## src/wlpm_pkg.sv

```systemverilog
// Shared types and constants for the windowed latency percentile monitor.
// No dependencies; imported by every module of the block.
`timescale 1ns / 1ps

package wlpm_pkg;

    // default sizing
    localparam int RING_DEPTH_DEF    = 1024;
    localparam int VERSION_SLOTS_DEF = 8;

    // fixed field widths
    localparam int OP_W     = 1;
    localparam int SLOT_IN_W = 3;
    localparam int STAMP_W  = 48;
    localparam int LAT_W    = 32;
    localparam int WIN_W    = 20;
    localparam int CAP_W    = 11;
    localparam int CNT_OUT_W = 11;
    localparam int FRAC_W   = 17;

    // p99 rank step: one extra sample above the rank per started hundred
    localparam int TAIL_STEP = 100;
    localparam int MS_PER_S  = 1000;

    localparam logic [CAP_W-1:0] CAP_RESET = CAP_W'(1024);

    typedef enum logic [0:0] {
        OP_RECORD = 1'b0,
        OP_QUERY  = 1'b1
    } t_opcode;

    typedef enum logic [1:0] {
        S_IDLE,
        S_WALK,
        S_DIV,
        S_OUT
    } t_state;

    // link between neighboring cells of the top-k chain
    typedef struct packed {
        logic             take;
        logic             valid;
        logic [LAT_W-1:0] value;
    } t_cell_link;

endpackage

```

## src/wlpm_div.sv

```systemverilog
// Restoring divider, one quotient bit a cycle: (errors << 16) / count.
// Depends on wlpm_pkg; requires errors <= count.
`timescale 1ns / 1ps

module wlpm_div #(
    parameter int CNT_W = 11
) (
    input  logic                        i_clk,
    input  logic                        i_rst_n,
    input  logic                        i_start,
    input  logic [CNT_W-1:0]            i_errors,
    input  logic [CNT_W-1:0]            i_count,
    output logic                        o_done,
    output logic [wlpm_pkg::FRAC_W-1:0] o_quot
);
    import wlpm_pkg::*;

    localparam int STEP_W = $clog2(FRAC_W + 1);

    logic [CNT_W:0]    r_rem;
    logic [CNT_W-1:0]  r_den;
    logic [FRAC_W-1:0] r_quot;
    logic [STEP_W-1:0] r_steps;
    logic              r_busy;
    logic [CNT_W:0]    trial;
    logic              fits;

    // first step compares the raw numerator, later ones the doubled remainder
    assign trial = (r_steps == STEP_W'(FRAC_W)) ? r_rem : {r_rem[CNT_W-1:0], 1'b0};
    assign fits  = trial >= {1'b0, r_den};

    always_ff @(posedge i_clk) begin
        if (!i_rst_n) begin
            r_busy  <= 1'b0;
            r_steps <= '0;
            o_done  <= 1'b0;
        end else begin
            o_done <= 1'b0;
            if (i_start) begin
                r_busy  <= 1'b1;
                r_steps <= STEP_W'(FRAC_W);
            end else if (r_busy) begin
                r_steps <= r_steps - 1'b1;
                if (r_steps == STEP_W'(1)) begin
                    r_busy <= 1'b0;
                    o_done <= 1'b1;
                end
            end
        end
    end

    // advance one quotient bit
    always_ff @(posedge i_clk) begin
        if (i_start) begin
            r_rem  <= {1'b0, i_errors};
            r_den  <= i_count;
            r_quot <= '0;
        end else if (r_busy) begin
            r_rem  <= fits ? (trial - {1'b0, r_den}) : trial;
            r_quot <= {r_quot[FRAC_W-2:0], fits};
        end
    end

    assign o_quot = r_quot;

endmodule

```

## config.mk

```make
export PLATFORM = sky130hd
export DESIGN_NAME = wlpm_div
export DESIGN_NICKNAME = d
export VERILOG_FILES = /design/src/wlpm_pkg.sv /design/src/wlpm_div.sv
export SDC_FILE = /design/constraint.sdc
export NUM_CORES = 1
export LEC_CHECK = 0
export ABC_AREA = 1
export ABC_CLOCK_PERIOD_IN_PS = 3600
export CORE_MARGIN = 4
export CORE_UTILIZATION = 33
export CTS_BUF_LIST = sky130_fd_sc_hd__clkbuf_8
export DETAILED_ROUTE_END_ITERATION = 10
export DONT_BUFFER_PORTS = 1
export PLACE_DENSITY_LB_ADDON = 0.15
export SLEW_MARGIN = 20
export SYNTH_ARGS = -nofsm -noshare
export SYNTH_HDL_FRONTEND = slang
export SYNTH_SLANG_ARGS = --single-unit
```

## constraint.sdc

```tcl
create_clock -name i_clk -period 3.6 [get_ports i_clk]
set_input_delay 0.72 -clock i_clk [delete_from_list [all_inputs] [get_ports i_clk]]
set_output_delay 0.72 -clock i_clk [all_outputs]
set_load 0.01 [all_outputs]
```

==> flow_metrics.env <==
export IMPL_num_vias=2099
export IMPL_p_per_area_mw_per_mm2=575
export IMPL_synth_top_area_cell="edfxtp_1"
export IMPL_yosysWarnings=0
export IMPL_max_slew_margin_rel=0.404
export IMPL_synth_top_area_frac=0.241
export IMPL_hp_start="r_rem[11]"
export IMPL_hold_violations=0
export IMPL_power_share_switching=0.369
export IMPL_coreArea_sq_mm=0.00789
export IMPL_dr_pass1_iters=4
export IMPL_finalClockSkew_ns=0.00676
export IMPL_path_cells="inv_1 > ha_1 > nand3_2 > nand2_1 > o21a_1 > inv_1 > ha_1 > a21oi_1 > nand2_1 > nand2_1 > nand3_1 > nand2_2 > nand2_2 > nand2_1 > nand2_1 > nand2_1 > nand2_1"
export IMPL_place_port_buffers=0
export IMPL_cts_resized=0
export IMPL_fin_setup_tns_ns=0
export IMPL_syn2layout_area_growth_pct=6.17
export IMPL_cpMaxStageDelayCell="nand3_2"
export IMPL_die_h_um=99.1
export IMPL_critPathCaptureType="register"
export IMPL_nNetsFinal=396
export IMPL_ys_ff_latch=47
export IMPL_place_gp_congestion=0.836
export IMPL_start_util=0.347
export IMPL_cp_slowest_stage_delay_ns=0.34
export IMPL_worstPathArrival_ns=3.15
export IMPL_antenna_found_initial=0
export IMPL_crit_family="simple AND/OR/NAND/NOR gates"
export IMPL_dp_hpwl_um=4630
export IMPL_rr_worst_depth=17
export IMPL_synth_common_cells="98 x nand2_1, 75 x inv_1, 34 x nand3_1"
export IMPL_min_to="r_rem[11]"
export IMPL_avgSynthCellArea_sq_um=7.56
export IMPL_crit_type="register to register"
export IMPL_pwr_share_clk=0.242
export IMPL_synth_area_leaders="edfxtp_1 24%, dfxtp_1 18%, nand2_1 13%"
export IMPL_timing_rr_start="r_steps[1]"
export IMPL_grt_overflow=0
export IMPL_p_leak_nw=1.39
export IMPL_drc=0
export IMPL_avgRoutedWirePerCell_um=13.3
export IMPL_cts_inserted_buffers=5
export IMPL_synth_cells=362
export IMPL_utilization=0.368
export IMPL_drt_wl_total_um=6110
export IMPL_dpl_cell_area_sq_mm=0.00279
export IMPL_grt_usage=0.129
export IMPL_worst_pin_slew_ns=0.888
export IMPL_rsz0062_at_grt="false"
export IMPL_hold_class="register to register"
export IMPL_peakVddDrop_uv=188
export IMPL_drt_initial_drc_count=89
export IMPL_setup_viol=0
export IMPL_root_buffer="clkbuf_8"
export IMPL_power_w=0.00167
export IMPL_drt_vias_per_instance=4.56
export IMPL_power_frac_comb=0.367
export IMPL_placed_cells=452
export IMPL_critPathLaunchType="register"
export IMPL_run_status="finished, final reports clean"
export IMPL_synth_most_common_cell="nand2_1"
export IMPL_reg2reg_to="r_rem[9]"
export IMPL_p_int_w=0.00105
export IMPL_synth_flop_cell="dfxtp_1"
export IMPL_max_cap_violations=0
export IMPL_layout_drive_gt1_share=0.0447
export IMPL_fin_crit_sh=0.856
export IMPL_rows=32
export IMPL_grt_pass1_wl_um=10200
export IMPL_seq_area_frac_synth=0.424
export IMPL_path_buf_inv=2
export IMPL_cts_sinks=47
export IMPL_clockBufferDepth=2
export IMPL_fmax_mhz=324
export IMPL_async_flop_share=0
export IMPL_tritoncts="yes"
export IMPL_worst_r2r_setup_slack_ns=0.52
export IMPL_grt_pass1_vias=2000
export IMPL_ant_nets=0
export IMPL_dieWidth_um=99.1
export IMPL_syn_area_sq_mm=0.00274
export IMPL_min_period_ns=3.08
export IMPL_syn_num_nets=401
export IMPL_clk_pin_slew_ns=0.10
export IMPL_min_path_cells=2
export IMPL_n_antenna_cell=0
export IMPL_pwr_share_seq=0.390
export IMPL_synth_edff_count=22
export IMPL_ys_types=32
export IMPL_switching_power_w=0.000616
export IMPL_cts_htree_levels=2
export IMPL_cp_data_required_time_ns=3.66
export IMPL_die_area_sq_mm=0.00982
export IMPL_postCtsSetupRepairBufs=0
export IMPL_finalNonFillerCells=460
export IMPL_grt_start_max_net_pins=29
export IMPL_ctsHoldBuffers=0
export IMPL_path_max_fanout=21
export IMPL_ioPinCount=43
export IMPL_final_area_sq_mm=0.00291
export IMPL_cp_common_cell="nand2_1"
export IMPL_insertion_delay_ns=0.30
export IMPL_slew_violations=0
export IMPL_n_fill_cell=838
[power by group through the flow]
stage | logic (W) | clock network (W) | registers (W)
2_1_floorplan | 0.000519 | 0 | 0.000652
3_3_place_gp | 0.000617 | 0 | 0.000664
3_5_place_dp | 0.000614 | 0 | 0.000664
4_1_cts | 0.000618 | 0.000418 | 0.000652
5_1_grt | 0.000703 | 0.000446 | 0.000658
6_report | 0.000614 | 0.000405 | 0.000652
[registers in the layout, summed over array words and instances (netlist names)]
name and flops:
o_done 1, o_quot 17, r_busy 1, r_den 11, r_rem 12, r_steps 5
[worst max path at each step]
stage / startpoint / endpoint / slack, ns / depth (start not counted)
floorplan: r_steps[1] / r_rem[0] / 1.16 / 17
global placement: r_steps[1] / r_rem[9] / 0.56 / 17
detailed placement: r_steps[1] / r_rem[9] / 0.53 / 17
CTS: r_steps[1] / r_rem[9] / 0.50 / 17
global route: r_steps[1] / r_rem[9] / 0.18 / 19
finish: r_steps[1] / r_rem[9] / 0.52 / 17
[per-stage QoR]
step                      hold slack [ns]  setup slack (ns)
after detailed placement            0.446             0.531
final                               0.459             0.517
after floorplan                     0.426              1.16
after global placement              0.444             0.557
after global routing                0.466             0.183
after CTS                           0.461             0.502
[per-layer routing]
layer,share of wire,vias up,GRT usage
li1,-,1143,-
met1,0.50,912,0.181
met2,0.46,38,0.201
met3,0.032,6,0.0276
met4,0.010,0,0.0347
met5,0,-,0
[layout make-up]
class	instances	area [sq um]	share of cell area
inverters	77	289	0.0994
well taps	102	128	0.0439
flip-flops and latches	47	1160	0.399
clock inverters	3	43.8	0.0151
clock buffers	5	68.8	0.0237
multi-input cells	226	1220	0.418
[kinds of logic after synthesis]
group / share of synthesized area
adders and majority gates: 0.0667
DFF: 0.424
AOI/OAI and AO/OA: 0.0914
buffers and inverters: 0.132
xor gates and xnor gates: 0.0224
and+or+nand+nor: 0.264
[cell usage in the layout (no fill, tap or decap), drive strengths merged, types with 2 or more instances in the layout]
| cell | count |
|---|---|
| o21a | 10 |
| nand3 | 36 |
| ha | 13 |
| dfxtp | 25 |
| clkbuf | 5 |
| nor3 | 2 |
| nor2 | 18 |
| o22ai | 15 |
| xor2 | 2 |
| inv | 76 |
| a21oi | 9 |
| nand4 | 5 |
| clkinv | 3 |
| nand3b | 3 |
| o21ai | 2 |
| xnor2 | 5 |
| edfxtp | 22 |
| nand2 | 101 |
[worst min-delay path: stages, from the launching register on]
cell and delay (ns):
dfxtp_1 0.32, nand2_1 0.06, nand2_1 0.04
(Power assumes the default switching activity.)
