$ cat config.mk
export PLATFORM = sky130hd
export DESIGN_NAME = wlpm_topk_chain
export DESIGN_NICKNAME = d
export VERILOG_FILES = /design/src/wlpm_pkg.sv /design/src/wlpm_cell.sv /design/src/wlpm_topk_chain.sv
export SDC_FILE = /design/constraint.sdc
export NUM_CORES = 1
export LEC_CHECK = 0
export BUFFER_PORTS_ARGS = -buffer_cell sky130_fd_sc_hd__buf_2
export CORE_MARGIN = 2
export CORE_UTILIZATION = 29
export CTS_CLUSTER_SIZE = 25
export DETAILED_ROUTE_END_ITERATION = 7
export PLACE_DENSITY = 0.51
export SYNTH_ARGS = -nofsm -noshare
export SYNTH_HDL_FRONTEND = slang
export SYNTH_SLANG_ARGS = --single-unit
$ cat constraint.sdc
create_clock -name i_clk -period 6.3 [get_ports i_clk]
set_clock_uncertainty 0.1 [all_clocks]
set_input_delay 1.89 -clock i_clk [delete_from_list [all_inputs] [get_ports i_clk]]
set_output_delay 1.89 -clock i_clk [all_outputs]
set_load 0.05 [all_outputs]
$ cat src/wlpm_pkg.sv
// Shared types and constants for the windowed latency percentile monitor.
// No dependencies; imported by every module of the block.
`timescale 1ns / 1ps

package wlpm_pkg;

    // default sizing
    localparam int RING_DEPTH_DEF    = 1024;
    localparam int VERSION_SLOTS_DEF = 8;

    // fixed field widths
    localparam int OP_W     = 1;
    localparam int SLOT_IN_W = 3;
    localparam int STAMP_W  = 48;
    localparam int LAT_W    = 32;
    localparam int WIN_W    = 20;
    localparam int CAP_W    = 11;
    localparam int CNT_OUT_W = 11;
    localparam int FRAC_W   = 17;

    // p99 rank step: one extra sample above the rank per started hundred
    localparam int TAIL_STEP = 100;
    localparam int MS_PER_S  = 1000;

    localparam logic [CAP_W-1:0] CAP_RESET = CAP_W'(1024);

    typedef enum logic [0:0] {
        OP_RECORD = 1'b0,
        OP_QUERY  = 1'b1
    } t_opcode;

    typedef enum logic [1:0] {
        S_IDLE,
        S_WALK,
        S_DIV,
        S_OUT
    } t_state;

    // link between neighboring cells of the top-k chain
    typedef struct packed {
        logic             take;
        logic             valid;
        logic [LAT_W-1:0] value;
    } t_cell_link;

endpackage

$ cat src/wlpm_cell.sv
// One cell of the descending top-k chain: holds one latency and its valid bit.
// Depends on wlpm_pkg.
`timescale 1ns / 1ps

module wlpm_cell (
    input  logic                     i_clk,
    input  logic                     i_rst_n,
    input  logic                     i_clear,
    input  logic                     i_ins_valid,
    input  logic [wlpm_pkg::LAT_W-1:0] i_ins_value,
    input  wlpm_pkg::t_cell_link     i_left,
    output wlpm_pkg::t_cell_link     o_link
);
    import wlpm_pkg::*;

    logic             r_valid;
    logic [LAT_W-1:0] r_value;
    logic             take;

    // take the new beat when empty or when it beats the held value
    assign take = i_ins_valid && (!r_valid || (i_ins_value > r_value));

    assign o_link.take  = take;
    assign o_link.valid = r_valid;
    assign o_link.value = r_value;

    // hold, or shift in from the left neighbor, or insert here
    always_ff @(posedge i_clk) begin
        if (!i_rst_n || i_clear) begin
            r_valid <= 1'b0;
        end else if (take) begin
            if (i_left.take) begin
                r_valid <= i_left.valid;
            end else begin
                r_valid <= 1'b1;
            end
        end
    end

    always_ff @(posedge i_clk) begin
        if (take) begin
            r_value <= i_left.take ? i_left.value : i_ins_value;
        end
    end

endmodule

$ cat src/wlpm_topk_chain.sv
// Row of wlpm_cell keeping the largest latencies of a walk in descending order.
// Depends on wlpm_pkg and wlpm_cell.
`timescale 1ns / 1ps

module wlpm_topk_chain #(
    parameter int CELLS = 11,
    parameter int SEL_W = 4
) (
    input  logic                       i_clk,
    input  logic                       i_rst_n,
    input  logic                       i_clear,
    input  logic                       i_ins_valid,
    input  logic [wlpm_pkg::LAT_W-1:0] i_ins_value,
    input  logic [SEL_W-1:0]           i_sel,
    output logic [wlpm_pkg::LAT_W-1:0] o_sel_value
);
    import wlpm_pkg::*;

    t_cell_link links [CELLS+1];

    // nothing shifts into the head of the row
    assign links[0] = '0;

    for (genvar g = 0; g < CELLS; g++) begin : g_cell
        wlpm_cell u_cell (
            .i_clk       (i_clk),
            .i_rst_n     (i_rst_n),
            .i_clear     (i_clear),
            .i_ins_valid (i_ins_valid),
            .i_ins_value (i_ins_value),
            .i_left      (links[g]),
            .o_link      (links[g+1])
        );
    end

    // pick the cell at the requested rank from the top
    always_comb begin
        o_sel_value = '0;
        for (int k = 0; k < CELLS; k++) begin
            if (i_sel == SEL_W'(k)) begin
                o_sel_value = links[k+1].value;
            end
        end
    end

endmodule

==> summary.txt <==
Synthesis
  – Synth area leaders: edfxtp_1, ha_1, mux2_2
  – Warning count from the yosys run: 0
  – Synth Area in XOR/XNOR: 0
  – Top cell type's share of synthesized area: 0.401
  – Multiplexer area fraction after synthesis: 0.136
  – Mapped Area: 26400 sq um
  – Post-Synth Adder-Cell Area: 0.167
  – Sequential area share after synthesis: 0.409
  – Synth Area in Compound Gates: 0.126
  – Post-synth ARST share: 0
  – EDFF count, synth: 352
  – Synthesized area per cell: 10.5 sq um
  – Most frequent cell after synthesis: inv_1
  – Main synth FF type: edfxtp_1
  – Synth Net Count: 2895
  – Seq cells post-synth: 363
  – Cell count after synthesis: 2503
  – Largest family of logic cells by synthesized area: adder cells
  – Cell variety after synth: 64
  – Most frequent cells after synthesis: inv_1, edfxtp_1, ha_1
  – Synth Area in Simple Gates: 0.0904
  – Post-synth top area cell: edfxtp_1

Die
  – Die area: 93400 sq um
  – Row count: 110
  – Die H: 306 um
  – Starting Density: 0.293
  – Total I/O pin count: 72
  – Core region area: 90000 sq um
  – Die X: 306 um

Setup path
  – R2R depth: 9
  – Critical Path AT: 4.05 ns
  – Worst flop-to-flop path endpoint: g_cell[10].u_cell.r_value[22]
  – CP Capture Type: output port
  – WS Path Type: input port to output port
  – Worst setup path startpoint: i_sel[3]
  – Crit path required time: 4.31 ns
  – Register-to-Register Setup Slack: 2.45 ns
  – Worst-path maximum fanout: 19
  – Worst Setup EP: o_sel_value[22]
  – CP startpoint kind: input port
  – Startpoint of the worst register-to-register path: g_cell[9].u_cell.r_value[29]

Power and ir drop
  – Power share of the clock group: 0.333
  – Gate power share: 0.227
  – Sw Ratio: 0.306
  – Pint: 0.00492 W
  – Net Sw Power: 0.00216 W
  – PwrDens: 235 nW/um^2
  – Leak pwr: 12.9 nW
  – Worst vdd ir: 0.000170 V
  – Reg power frac: 0.441

Timing
  – Worst Tran Pin Value: 0.992 ns
  – Max_slew headroom: 0.336
  – WHS: 0.412 ns
  – Period minus WS final: 6.04 ns
  – Setup TNS: 0 ns
  – RSZ-0062 raised after global routing: no
  – Final Cycle Share: 0.958
  – Slew Limit Fails: 0
  – FMAX: 166 MHz
  – Final hold vios: 0
  – Final count of negative-setup-slack endpoints: 0

Status
  – Outcome: completed

Finish
  – Final #Nets: 3007
  – Area of the multi-input gates: 13800 sq um
  – Post-route cell area: 30200 sq um
  – Fin cells: 3823
  – Fill count: 9249
  – Storage element area: 10800 sq um
  – Final design utilization: 0.335
  – Layout cell share with drive strength beyond 1: 0.201
  – Syn-to-layout area delta: 14.4%

Drt
  – DRC viols: 0
  – Routed Antenna Nets: 0
  – Vias per cell: 5.08
  – Wire per inst: 21.0 um
  – Vias post-DR: 19400
  – Drt initial violations: 1431
  – First-pass DRT Iterations: 5
  – DRT Wirelength: 80200 um

Placement
  – Cell Area, Placed: 28900 sq um
  – Dpl cells: 3748
  – Number of port buffers: 71
  – GP Congestion: 0.861
  – Post-DP HPWL: 63100 um

Clock tree
  – Clock buffer depth: 3
  – Num CTS Buffers: 41
  – Buffers inserted by post-CTS timing repair: 0
  – TritonCTS clock tree: yes
  – Clk_lat worst skew: 0.58 ns
  – CTS clk-pin slew, worst paths: 0.06 ns
  – Number of H-tree levels: 2
  – CTS resizes: 0
  – Root buffer cell: clkbuf_16
  – CTS Hold Bufs: 0
  – Clock sink count: 363

Global route
  – GRT Util Overall: 0.172
  – Total congestion overflow: 0
  – Vias in the first global route: 19600
  – First-pass GRT wire length: 123000 um
  – Largest net degree at the start of global routing: 33
  – Initial antenna violation count: 5

Min path
  – Hold Path Class: register to register

Run
  – Max_cap viols: 0
[metal layers]
layer	share of wire	GRT usage	up-vias	wire (um)
met5	0.00067	0	-	54
met4	0.026	0.0463	10	2060
met3	0.050	0.0208	98	4000
met2	0.47	0.286	461	37600
met1	0.46	0.235	9380	36500
li1	-	-	9472	-
[area by class of cell]
type,instances,share of cell area
Multi-Input combinational cell,1663,0.458
Sequential cell,363,0.357
Timing Repair Buffer,183,0.0489
Tap cell,1176,0.0487
Inverter,363,0.0451
Clock buffer,60,0.0384
Clock inverter,13,0.00303
Antenna cell,2,0.000166
[worst min-delay path by stage]
stage | cells past startpoint | end | start | slack [ns]
global placement | 2 | g_cell[7].u_cell.r_valid | g_cell[6].u_cell.r_valid | 0.40
floorplan | 2 | g_cell[7].u_cell.r_valid | g_cell[6].u_cell.r_valid | 0.34
finish | 2 | g_cell[4].u_cell.r_valid | g_cell[3].u_cell.r_valid | 0.41
CTS | 2 | g_cell[4].u_cell.r_valid | g_cell[3].u_cell.r_valid | 0.40
global route | 2 | g_cell[4].u_cell.r_valid | g_cell[3].u_cell.r_valid | 0.43
detailed placement | 2 | g_cell[9].u_cell.r_valid | g_cell[9].u_cell.r_valid | 0.40
[flip-flops by register name (all words and copies together) (netlist names)]
register               flops
g_cell.u_cell.r_valid     11
g_cell.u_cell.r_value    352
[cell usage in the layout (no fill, tap or decap), drive strengths merged, types with 8 or more instances in the layout]
cell       n
o21ai    145
mux2     260
a2111oi    8
clkinv    11
nand2    168
a21oi    141
nand3     48
and4      10
a211oi    20
o2111ai    8
mux4      22
edfxtp   352
dfxtp     11
mux2i     17
inv      363
a22oi     66
nor3      31
a221oi    12
o211ai    15
a21o      33
nand4     63
nand2b    14
o21a       9
clkbuf    60
o221ai     8
nor2      83
buf      183
nor2b     38
ha       352
[power groups by stage]
| stage | clock network, W | logic (W) | registers (W) |
|---|---|---|---|
| detailed placement | 0 | 0.00161 | 0.00317 |
| floorplan | 0 | 0.00110 | 0.00308 |
| global placement | 0 | 0.00159 | 0.00317 |
| CTS | 0.00241 | 0.00162 | 0.00312 |
| finish | 0.00236 | 0.00161 | 0.00312 |
| global route | 0.00249 | 0.00181 | 0.00315 |
[cells by family (layout without fill, tap and decap cells)]
group	after synthesis	after routing
AOI/OAI and AO/OA	521	521
buffers and inverters	477	619
DFF	363	363
other	0	2
and+or+nand+nor	491	491
muxes	299	299
adders and majority gates	352	352
[critical path, cell delays in order]
cell	delay (ns)
buf_2	0.17
buf_4	0.25
nand2b_1	0.15
nor3_2	0.49
buf_12	0.24
a22oi_1	0.10
nand2_1	0.09
nor3_1	0.05
o21ai_1	0.28
buf_2	0.33
[metrics by stage]
| step | setup WS, ns | total power [W] |
|---|---|---|
| after CTS | 0.237 | 0.00715 |
| after detailed placement | 0.229 | 0.00478 |
| after global placement | 0.304 | 0.00476 |
| after global routing | 0.0941 | 0.00744 |
| final | 0.262 | 0.00708 |
| after floorplan | 0.0182 | 0.00418 |
No activity file was read; power rests on OpenSTA's default activity.
